[src/rtl/core/wgne_pkg.sv]
// ----------------------------------------------------------------------------
// wgne_pkg
// Types and constants shared by the grid neighbour expansion core.
// ----------------------------------------------------------------------------
package wgne_pkg;

    localparam int ID_BITS      = 24;
    localparam int WT_BITS      = 8;
    localparam int CFG_BITS     = 16;
    localparam int COST_BITS    = 24;
    localparam int SUM_BITS     = 10;
    localparam int PROD_BITS    = SUM_BITS + CFG_BITS;
    localparam int NUM_DIR      = 8;
    localparam int DIR_BITS     = 3;
    localparam int CFG_IDX_BITS = 2;

    localparam logic [CFG_BITS-1:0] PAD_WIDTH_RST = 16'd1024;
    localparam logic [CFG_BITS-1:0] STRAIGHT_RST  = 16'd1000;
    localparam logic [CFG_BITS-1:0] DIAGONAL_RST  = 16'd1414;

    typedef enum logic [DIR_BITS-1:0] {
        DIR_N  = 3'd0,
        DIR_NE = 3'd1,
        DIR_E  = 3'd2,
        DIR_SE = 3'd3,
        DIR_S  = 3'd4,
        DIR_SW = 3'd5,
        DIR_W  = 3'd6,
        DIR_NW = 3'd7
    } t_dir;

    typedef enum logic [CFG_IDX_BITS-1:0] {
        CFG_PAD_WIDTH = 2'd0,
        CFG_STRAIGHT  = 2'd1,
        CFG_DIAGONAL  = 2'd2
    } t_cfg_idx;

    typedef struct packed {
        logic [ID_BITS-1:0] center_id;
        logic [WT_BITS-1:0] weight_nw;
        logic [WT_BITS-1:0] weight_n;
        logic [WT_BITS-1:0] weight_ne;
        logic [WT_BITS-1:0] weight_w;
        logic [WT_BITS-1:0] weight_c;
        logic [WT_BITS-1:0] weight_e;
        logic [WT_BITS-1:0] weight_sw;
        logic [WT_BITS-1:0] weight_s;
        logic [WT_BITS-1:0] weight_se;
    } t_in_item;

    typedef struct packed {
        logic [ID_BITS-1:0]   neighbour_id;
        logic [DIR_BITS-1:0]  direction;
        logic [COST_BITS-1:0] step_cost;
        logic                 found;
        logic                 last;
    } t_out_item;

    typedef struct packed {
        logic [SUM_BITS-1:0] wsum;
        logic [CFG_BITS-1:0] factor;
        logic                diag;
        logic [ID_BITS-1:0]  id;
    } t_lane_req;

    typedef struct packed {
        logic [ID_BITS-1:0]   id;
        logic [COST_BITS-1:0] cost;
    } t_lane_res;

endpackage

[src/rtl/core/wgne_lane.sv]
// ----------------------------------------------------------------------------
// wgne_lane
// One direction lane: scales the weight sum by the move cost and holds the
// neighbour id and cost until the merge stage has sent them.
// ----------------------------------------------------------------------------
module wgne_lane
    import wgne_pkg::*;
(
    input  logic      i_clk,
    input  logic      i_load,
    input  t_lane_req i_req,
    output t_lane_res o_res
);

    logic [PROD_BITS-1:0] prod;
    t_lane_res            n_res;
    t_lane_res            r_res;

    always_comb begin
        prod     = PROD_BITS'(i_req.wsum) * PROD_BITS'(i_req.factor);
        n_res.id = i_req.id;
        if (i_req.diag) begin
            n_res.cost = prod[COST_BITS+1:2];
        end else begin
            n_res.cost = prod[COST_BITS:1];
        end
    end

    always_ff @(posedge i_clk) begin
        if (i_load) begin
            r_res <= n_res;
        end
    end

    assign o_res = r_res;

endmodule

[src/rtl/core/wgne_merge.sv]
// ----------------------------------------------------------------------------
// wgne_merge
// Merge stage: walks the open lanes in direction order and sends one result
// per transfer through an output register.
// ----------------------------------------------------------------------------
module wgne_merge
    import wgne_pkg::*;
(
    input  logic               i_clk,
    input  logic               i_rst_n,
    input  logic               i_in_valid,
    output logic               o_in_stall,
    output logic               o_load,
    input  logic [NUM_DIR-1:0] i_open,
    input  logic [ID_BITS-1:0] i_center,
    input  t_lane_res          i_res [NUM_DIR],
    output logic               o_out_valid,
    input  logic               i_out_stall,
    output t_out_item          o_out_data
);

    logic               r_have;
    logic [NUM_DIR-1:0] r_pend;
    logic [ID_BITS-1:0] r_center;
    logic               r_out_valid;
    t_out_item          r_out;

    logic               n_have;
    logic [NUM_DIR-1:0] n_pend;
    logic               n_out_valid;

    logic [DIR_BITS-1:0] sel;
    logic [NUM_DIR-1:0]  pend_rest;
    logic                out_ready;
    logic                emit;
    logic                is_last;
    logic                take;
    t_out_item           pick;

    always_comb begin
        sel = DIR_N;
        for (int i = NUM_DIR - 1; i >= 0; i--) begin
            if (r_pend[i]) begin
                sel = DIR_BITS'(i);
            end
        end
        pend_rest = r_pend & ~(NUM_DIR'(1) << sel);
        is_last   = (pend_rest == '0);
        out_ready = !r_out_valid || !i_out_stall;
        emit      = r_have && out_ready;
        take      = !r_have || (emit && is_last);
        o_load    = i_in_valid && take;

        if (r_pend == '0) begin
            pick.neighbour_id = r_center;
            pick.direction    = DIR_N;
            pick.step_cost    = '0;
            pick.found        = 1'b0;
        end else begin
            pick.neighbour_id = i_res[sel].id;
            pick.direction    = sel;
            pick.step_cost    = i_res[sel].cost;
            pick.found        = 1'b1;
        end
        pick.last = is_last;

        n_have = r_have;
        n_pend = r_pend;
        if (o_load) begin
            n_have = 1'b1;
            n_pend = i_open;
        end else if (emit && is_last) begin
            n_have = 1'b0;
        end else if (emit) begin
            n_pend = pend_rest;
        end

        n_out_valid = r_out_valid;
        if (emit) begin
            n_out_valid = 1'b1;
        end else if (!i_out_stall) begin
            n_out_valid = 1'b0;
        end
    end

    always_ff @(posedge i_clk) begin
        if (!i_rst_n) begin
            r_have      <= 1'b0;
            r_out_valid <= 1'b0;
        end else begin
            r_have      <= n_have;
            r_out_valid <= n_out_valid;
        end
    end

    always_ff @(posedge i_clk) begin
        r_pend <= n_pend;
        if (o_load) begin
            r_center <= i_center;
        end
        if (emit) begin
            r_out <= pick;
        end
    end

    assign o_in_stall  = !take;
    assign o_out_valid = r_out_valid;
    assign o_out_data  = r_out;

endmodule

[src/rtl/core/weighted_grid_neighbour_expand_core.sv]
// Order: a transfer registers the lane results and open mask, then the merge
// output register holds each result. Throughput: one result per cycle while
// the output is not stalled, set by the single merge result port; an item with
// k open neighbours gives k results (one when none is open), at most 8.
// Reset: synchronous, active low; clears the valid flags and reloads the cost and
// width registers with their defaults.
// ----------------------------------------------------------------------------
// weighted_grid_neighbour_expand_core
// Expands one grid cell into its open 8-neighbours with ids and move costs.
// ----------------------------------------------------------------------------
module weighted_grid_neighbour_expand_core
    import wgne_pkg::*;
(
    input  logic                    i_clk,
    input  logic                    i_rst_n,
    input  logic                    i_in_valid,
    output logic                    o_in_stall,
    input  t_in_item                i_in_data,
    output logic                    o_out_valid,
    input  logic                    i_out_stall,
    output t_out_item               o_out_data,
    input  logic                    i_cfg_we,
    input  logic [CFG_IDX_BITS-1:0] i_cfg_addr,
    input  logic [CFG_BITS-1:0]     i_cfg_data
);

    logic [CFG_BITS-1:0] r_pad_width;
    logic [CFG_BITS-1:0] r_straight;
    logic [CFG_BITS-1:0] r_diagonal;

    logic [ID_BITS-1:0]  up;
    logic [ID_BITS-1:0]  dn;
    logic [SUM_BITS-1:0] nw, n, ne, w, o, e, sw, s, se;
    logic [NUM_DIR-1:0]  open;
    logic                load;
    t_lane_req           req [NUM_DIR];
    t_lane_res           res [NUM_DIR];

    always_ff @(posedge i_clk) begin
        if (!i_rst_n) begin
            r_pad_width <= PAD_WIDTH_RST;
            r_straight  <= STRAIGHT_RST;
            r_diagonal  <= DIAGONAL_RST;
        end else if (i_cfg_we) begin
            unique case (i_cfg_addr)
                CFG_PAD_WIDTH: r_pad_width <= i_cfg_data;
                CFG_STRAIGHT:  r_straight  <= i_cfg_data;
                CFG_DIAGONAL:  r_diagonal  <= i_cfg_data;
                default: begin
                end
            endcase
        end
    end

    always_comb begin
        nw = SUM_BITS'(i_in_data.weight_nw);
        n  = SUM_BITS'(i_in_data.weight_n);
        ne = SUM_BITS'(i_in_data.weight_ne);
        w  = SUM_BITS'(i_in_data.weight_w);
        o  = SUM_BITS'(i_in_data.weight_c);
        e  = SUM_BITS'(i_in_data.weight_e);
        sw = SUM_BITS'(i_in_data.weight_sw);
        s  = SUM_BITS'(i_in_data.weight_s);
        se = SUM_BITS'(i_in_data.weight_se);

        up = i_in_data.center_id - ID_BITS'(r_pad_width);
        dn = i_in_data.center_id + ID_BITS'(r_pad_width);

        open[DIR_N]  = (n != '0);
        open[DIR_NE] = (n != '0) && (ne != '0) && (e != '0);
        open[DIR_E]  = (e != '0);
        open[DIR_SE] = (e != '0) && (s != '0) && (se != '0);
        open[DIR_S]  = (s != '0);
        open[DIR_SW] = (w != '0) && (sw != '0) && (s != '0);
        open[DIR_W]  = (w != '0);
        open[DIR_NW] = (nw != '0) && (n != '0) && (w != '0);

        req[DIR_N]  = '{wsum: n + o, factor: r_straight, diag: 1'b0, id: up};
        req[DIR_NE] = '{wsum: n + ne + o + e, factor: r_diagonal, diag: 1'b1,
                        id: up + ID_BITS'(1)};
        req[DIR_E]  = '{wsum: e + o, factor: r_straight, diag: 1'b0,
                        id: i_in_data.center_id + ID_BITS'(1)};
        req[DIR_SE] = '{wsum: o + e + s + se, factor: r_diagonal, diag: 1'b1,
                        id: dn + ID_BITS'(1)};
        req[DIR_S]  = '{wsum: s + o, factor: r_straight, diag: 1'b0, id: dn};
        req[DIR_SW] = '{wsum: w + o + sw + s, factor: r_diagonal, diag: 1'b1,
                        id: dn - ID_BITS'(1)};
        req[DIR_W]  = '{wsum: w + o, factor: r_straight, diag: 1'b0,
                        id: i_in_data.center_id - ID_BITS'(1)};
        req[DIR_NW] = '{wsum: nw + n + w + o, factor: r_diagonal, diag: 1'b1,
                        id: up - ID_BITS'(1)};
    end

    for (genvar g = 0; g < NUM_DIR; g++) begin : g_lane
        wgne_lane u_lane (
            .i_clk  (i_clk),
            .i_load (load),
            .i_req  (req[g]),
            .o_res  (res[g])
        );
    end

    wgne_merge u_merge (
        .i_clk       (i_clk),
        .i_rst_n     (i_rst_n),
        .i_in_valid  (i_in_valid),
        .o_in_stall  (o_in_stall),
        .o_load      (load),
        .i_open      (open),
        .i_center    (i_in_data.center_id),
        .i_res       (res),
        .o_out_valid (o_out_valid),
        .i_out_stall (i_out_stall),
        .o_out_data  (o_out_data)
    );

endmodule

[config.mk]
export PLATFORM = sky130hd
export DESIGN_NAME = weighted_grid_neighbour_expand_core
export DESIGN_NICKNAME = d
export VERILOG_FILES = /design/src/rtl/core/wgne_pkg.sv /design/src/rtl/core/wgne_lane.sv /design/src/rtl/core/wgne_merge.sv /design/src/rtl/core/weighted_grid_neighbour_expand_core.sv
export SDC_FILE = /design/constraint.sdc
export NUM_CORES = 2
export LEC_CHECK = 0
export ABC_CLOCK_PERIOD_IN_PS = 10700
export BUFFER_PORTS_ARGS = -buffer_cell sky130_fd_sc_hd__buf_2
export CAP_MARGIN = 15
export CORE_MARGIN = 2
export CORE_UTILIZATION = 40
export DETAILED_ROUTE_END_ITERATION = 16
export PLACE_DENSITY = 0.57
export SLEW_MARGIN = 20
export SYNTH_ARGS = -nofsm -noshare
export SYNTH_HDL_FRONTEND = slang
export SYNTH_SLANG_ARGS = --single-unit
[constraint.sdc]
create_clock -name i_clk -period 10.7 [get_ports i_clk]
set_input_delay 2.14 -clock i_clk [delete_from_list [all_inputs] [get_ports i_clk]]
set_output_delay 2.14 -clock i_clk [all_outputs]
set_load 0.03 [all_outputs]
[Word level (Yosys, flattened, before mapping)]
Cells that the tools add are included.
Word-level totals
  output and inout port bits: 55
  logic and storage cells: 120
  input bits: 119
  bits in registers: 519
Cells by class
  reduce and logical (&&, ||, !) cells: 34
  eq/ne operators: 4
  $mul: 8
  add/sub/neg operators: 22
  order comparisons: 1
  shifts and indexed selects: 1
  bitwise logic cells: 3
  mux-type cells: 19
Operators with widths (number)
  $bmux W48 S3: 1
  $mul A10 B16 Y26: 4
  $mul A9 B16 Y25: 4
  $mux W48: 2
  $add A24 B1 Y24 const B: 3
  $sub A24 B1 Y24 const B: 3
  $reduce_bool A8 Y1: 8
  $add A8 B8 Y9: 6
  $mux W52: 1
  $add A10 B8 Y10: 5
  $add A9 B8 Y10: 3
  $add A24 B16 Y24: 1
  $mux W3: 8
  $mux W8: 3
  $sub A24 B16 Y24: 1
  $logic_not A8 Y1: 2
  $logic_and A1 B1 Y1: 11
  $and A8 B8 Y8: 1
  $not A8 Y8: 1
  $reduce_and A2 Y1: 4
  $shl A1 B3 Y8 const A: 1
  $ge A4 B4 Y1 const B: 1
  $logic_not A1 Y1: 4
  $mux W1: 4
  8 further kinds: 10

[Logic depth before layout (Yosys ltp)]
  depth in word-level cells: 17
  gate-level depth with buffers: 39
  gate-level depth less buffers: 37

[Cells and area by module]
A second synthesis with hierarchy kept.
Second synthesis, totals
  cells, all modules: 7644
  area total of the unflattened synthesis: 72457.0 sq um
By module, submodules not included
  wgne_lane at g_lane[1].u_lane ...: cells each 709, seq. area each 1441.4 sq um, instances 3, area each 6944.2 sq um
  wgne_lane at g_lane[5].u_lane ...: cells each 686, seq. area each 1441.4 sq um, instances 2, area each 6944.2 sq um
  weighted_grid_neighbour_expand_core: cells each 1372, seq. area each 960.9 sq um, instances 1, area each 10416.2 sq um
  wgne_lane at g_lane[0].u_lane: cells each 747, seq. area each 1441.4 sq um, instances 1, area each 7178.1 sq um
  wgne_lane at g_lane[4].u_lane: cells each 712, seq. area each 1441.4 sq um, instances 1, area each 7049.3 sq um
  wgne_lane at g_lane[7].u_lane: cells each 710, seq. area each 1441.4 sq um, instances 1, area each 6952.9 sq um
  wgne_merge: cells each 604, seq. area each 2592.5 sq um, instances 1, area each 6139.6 sq um

[Worst setup path after synthesis]
No wires, ideal clock.
  kind: input to register
  start: input port i_out_stall
  end: register g_lane[0].u_lane.r_res, in the netlist g_lane[0].u_lane.o_res[0] (enable)
  arrival time: 10810 ps
  required time: 9949 ps
  path slack: -861 ps
  buffers on the path: 1
  setup time: 751 ps
  stages: 5
  cell sequence: and2_1 > o31a_1 > nand2b_1 > buf_2 > inv_1
On the way
  cells in the longest elaborated chain, start to end: 6
Ends and longest elaborated chain
  from (decl): RTL line weighted_grid_neighbour_expand_core.sv:20  | input logic i_out_stall,
  $logic_not A1 Y1
  $logic_or A1 B1 Y1: RTL line wgne_merge.sv:49  | out_ready = !r_out_valid || !i_out_stall;
  $logic_and A1 B1 Y1: RTL line wgne_merge.sv:50  | emit = r_have && out_ready;
  $logic_and A1 B1 Y1: RTL line wgne_merge.sv:51  | take = !r_have || (emit && is_last);
  $logic_or A1 B1 Y1: RTL line wgne_merge.sv:51
  $logic_and A1 B1 Y1: RTL line wgne_merge.sv:52  | o_load = i_in_valid && take;
  named net g_lane[0].u_lane.i_load: RTL line wgne_lane.sv:10  | input logic i_load,
  to (signal assigned): RTL line wgne_lane.sv:31  | r_res <= n_res;
  to (decl): RTL line wgne_lane.sv:17  | t_lane_res r_res;
The timed path passes the listed nets, and every way through them passes these cells.
A chain may end at the register's enable or synchronous reset.

==> impl_metrics.ini <==
[worst_setup_path]
path_buf_inv = 7
required_ps = 11110
critPathKind = primary input to flip-flop
crit_slowest_cell = fa_1
cpMostUsedCell = fa_1
endpoint_kind = flip-flop
cp.arrival_ps = 10520
slowest_delay_ps = 510
critPathTopFamily = adder cells
worstPathMaxFanout = 8
start_kind = primary input

[logic_synthesis]
synth.distinct_cells = 110
synth_commonest_cells = inv_1 (1165), nand2_1 (975), fa_1 (892)
syn_inst = 6843
synth_area_sq_um = 65500
ys_ff_latch = 514
synth_seq_area_share_pct = 22.8
yosys.area.top_type = fa_1
avgSynthCellArea_sq_um = 9.57
synthDominantCellAreaShare_pct = 27.3
synth_edf_count = 464
yosysWarnings = 0
async_flop_share_pct = 0
synth_area_leaders = fa_1 (27%), edfxtp_1 (21%), ha_1 (10%)
synth_most_common_cell = inv_1
synthFlopType = edfxtp_1
synth_fp_nets = 8379

[cells_and_area]
drive_above_1_share_pct = 7.89
fin_nets = 8433
final_area_sq_um = 71100
area_growth_pct = 8.47
nFillCells = 15763

[clocking]
cts_sinks = 514
insertion_delay_ps = 690
cts_tree = done
cts_made_buffers = 58
cts_max_level = 2
root_buffer = clkbuf_16
clk_pin_slew_ps = 70
clockBufferDepth = 3

[placed_design]
dpl.hpwl_microns = 153000
placed_area_sq_um = 69000
post-place-ws_ps = -324
place_congestion = 0.937
port_buffers = 173

[worst_hold_path]
holdCritPathClass = flip-flop to flip-flop

[drt]
vias = 48386
postRouteAntennaNets = 0
wl_per_cell_microns = 21.6
drt-initial-drc-count = 3558
first_pass_iters = 7
vias_per_cell = 5.30
routed_wl_microns = 197000
drc = 0

[die]
ioPinCount = 174
core-area_sq_um = 163000
die_x_microns = 409
die-area_sq_um = 167000
start_util_pct = 40.2
rows = 148
die_h_microns = 409

[sta]
skew_ps = 37.7
rsz0062_at_grt = false
tightest_slew_ps = 1120
finalCritPeriodShare_pct = 94.5
finalCriticalPeriod_ps = 10110
layout_setup_ws_ps = 588
report.final.slew_viol_count = 0
hold_viol_final = 0
max-slew-margin-rel_pct = 25.0
fmax_mhz = 98.9
final-setup-viol-count = 0
timing.hold.ws_ps = 470

[grt]
grt_pass1_vias = 50179
use_met1_pct = 31.0
top_usage_layer = met2
grt_overflow = 0
grt_pass1_wl_microns = 305000
use_met2_pct = 39.9
grt_max_degree = 126
grt_util_met3_pct = 4.30
antenna_found_initial = 15
grt_use_total_pct = 24.0

[job]
cap_violations = 0

[run_status]
outcome = complete, no violations
==> cell type report <==
cell class / count / area (sq um) / share of cell area, %
Multi-Input combinational cell: 4843 / 45100 / 63.4
Sequential cell: 514 / 14900 / 21.0
Antenna cell: 5 / 12.5 / 0.0176
Tap cell: 2175 / 2720 / 3.83
Clock inverter: 32 / 337 / 0.474
Clock buffer: 78 / 1600 / 2.26
Timing Repair Buffer: 308 / 1970 / 2.77
Inverter: 1172 / 4400 / 6.20
==> per-layer routing <==
| layer | share of wire, % | up-vias |
|---|---|---|
| met3 | 6.8 | 330 |
| met4 | 4.5 | 12 |
| met5 | 0.035 | - |
| met2 | 47 | 1388 |
| met1 | 41 | 24671 |
| li1 | - | 21985 |
==> metrics by stage <==
stage | util [%] | TNS (ps) | std cells
2_1_floorplan | - | 0 | 6843
6_report | 43.7 | 0 | 9127
3_3_place_gp | 42.4 | -705 | 9010
3_5_place_dp | 42.4 | -719 | 9011
4_1_cts | 43.6 | 0 | 9121
5_1_grt | 43.6 | 0 | 9123
==> logic make-up (layout without fill, tap and decap cells) <==
family,after synthesis,in the layout,synth area share [%]
AND/OR/NAND/NOR,2250,2250,17.0
AO/OA/AOI/OAI,756,756,7.80
XOR/XNOR,362,362,4.95
other,0,5,0
flip-flops,514,514,22.8
multiplexers,58,58,1.64
buffers and inverters,1486,1590,8.56
adder cells (fa/ha/maj),1417,1417,37.3
==> final timing paths <==
| kind | cells past startpoint | slack [ps] | from | to |
|---|---|---|---|---|
| setup / recovery | 35 | 590 | i_in_data[32] | g_lane[3].u_lane.o_res[22]$_DFFE_PP_ |
| hold / removal | 2 | 470 | r_diagonal[6]$_SDFFE_PN0P_ | r_diagonal[6]$_SDFFE_PN0P_ |
| hold reg to reg | 2 | 470 | r_diagonal[6]$_SDFFE_PN0P_ | r_diagonal[6]$_SDFFE_PN0P_ |
| setup reg to reg | 19 | 3650 | r_diagonal[7]$_SDFFE_PN1P_ | g_lane[1].u_lane.o_res[22]$_DFFE_PP_ |
==> state kept, by name (all words and copies together) (netlist names) <==
register / count
r_pad_width: 16
r_straight: 16
u_merge.r_pend: 8
u_merge.o_out_data: 53
u_merge.r_center: 24
u_merge.o_out_valid: 1
g_lane.u_lane.o_res: 379
u_merge.r_have: 1
r_diagonal: 16
==> worst register-to-register path, stage by stage, from the launching register on <==
cell	delay [ps]
dfxtp_1	920
buf_4	540
and2_1	250
fa_1	440
fa_1	560
fa_1	430
fa_1	490
inv_1	50
fa_1	480
inv_1	40
ha_1	210
a211o_1	310
or2_2	280
a2111oi_0	520
o21a_1	270
o21bai_1	110
a21bo_2	240
a211oi_1	330
a21oi_1	130
xor2_1	150
==> what timing repair did <==
action	in CTS	in global routing
hold buffers	0	0
endpoints found under the setup margin	0	2
hold endpoints to repair	0	0
gates resized for setup	0	2
setup buffers	0	0
==> placed cells by master, fill, tap and decap left out, drive strengths merged, types with 16 or more instances in the layout <==
| cell type | count |
|---|---|
| a211oi | 60 |
| a21boi | 41 |
| a21o | 60 |
| a21oi | 216 |
| a22o | 21 |
| a311oi | 25 |
| a31oi | 30 |
| and2 | 546 |
| and3 | 28 |
| buf | 308 |
| clkbuf | 78 |
| clkinv | 22 |
| dfxtp | 50 |
| edfxtp | 464 |
| fa | 892 |
| ha | 525 |
| inv | 1173 |
| mux4 | 38 |
| nand2 | 976 |
| nand2b | 76 |
| nand3 | 97 |
| nand4 | 23 |
| nor2 | 227 |
| nor2b | 62 |
| nor3 | 77 |
| nor4 | 37 |
| o211ai | 29 |
| o21a | 27 |
| o21ai | 103 |
| o21bai | 42 |
| o31ai | 16 |
| or2 | 22 |
| or3 | 25 |
| xnor2 | 265 |
| xor2 | 97 |
Power is left out: the tool's default activity adds up to more than one toggle a clock period on the data nets, which glitch-free logic cannot reach.
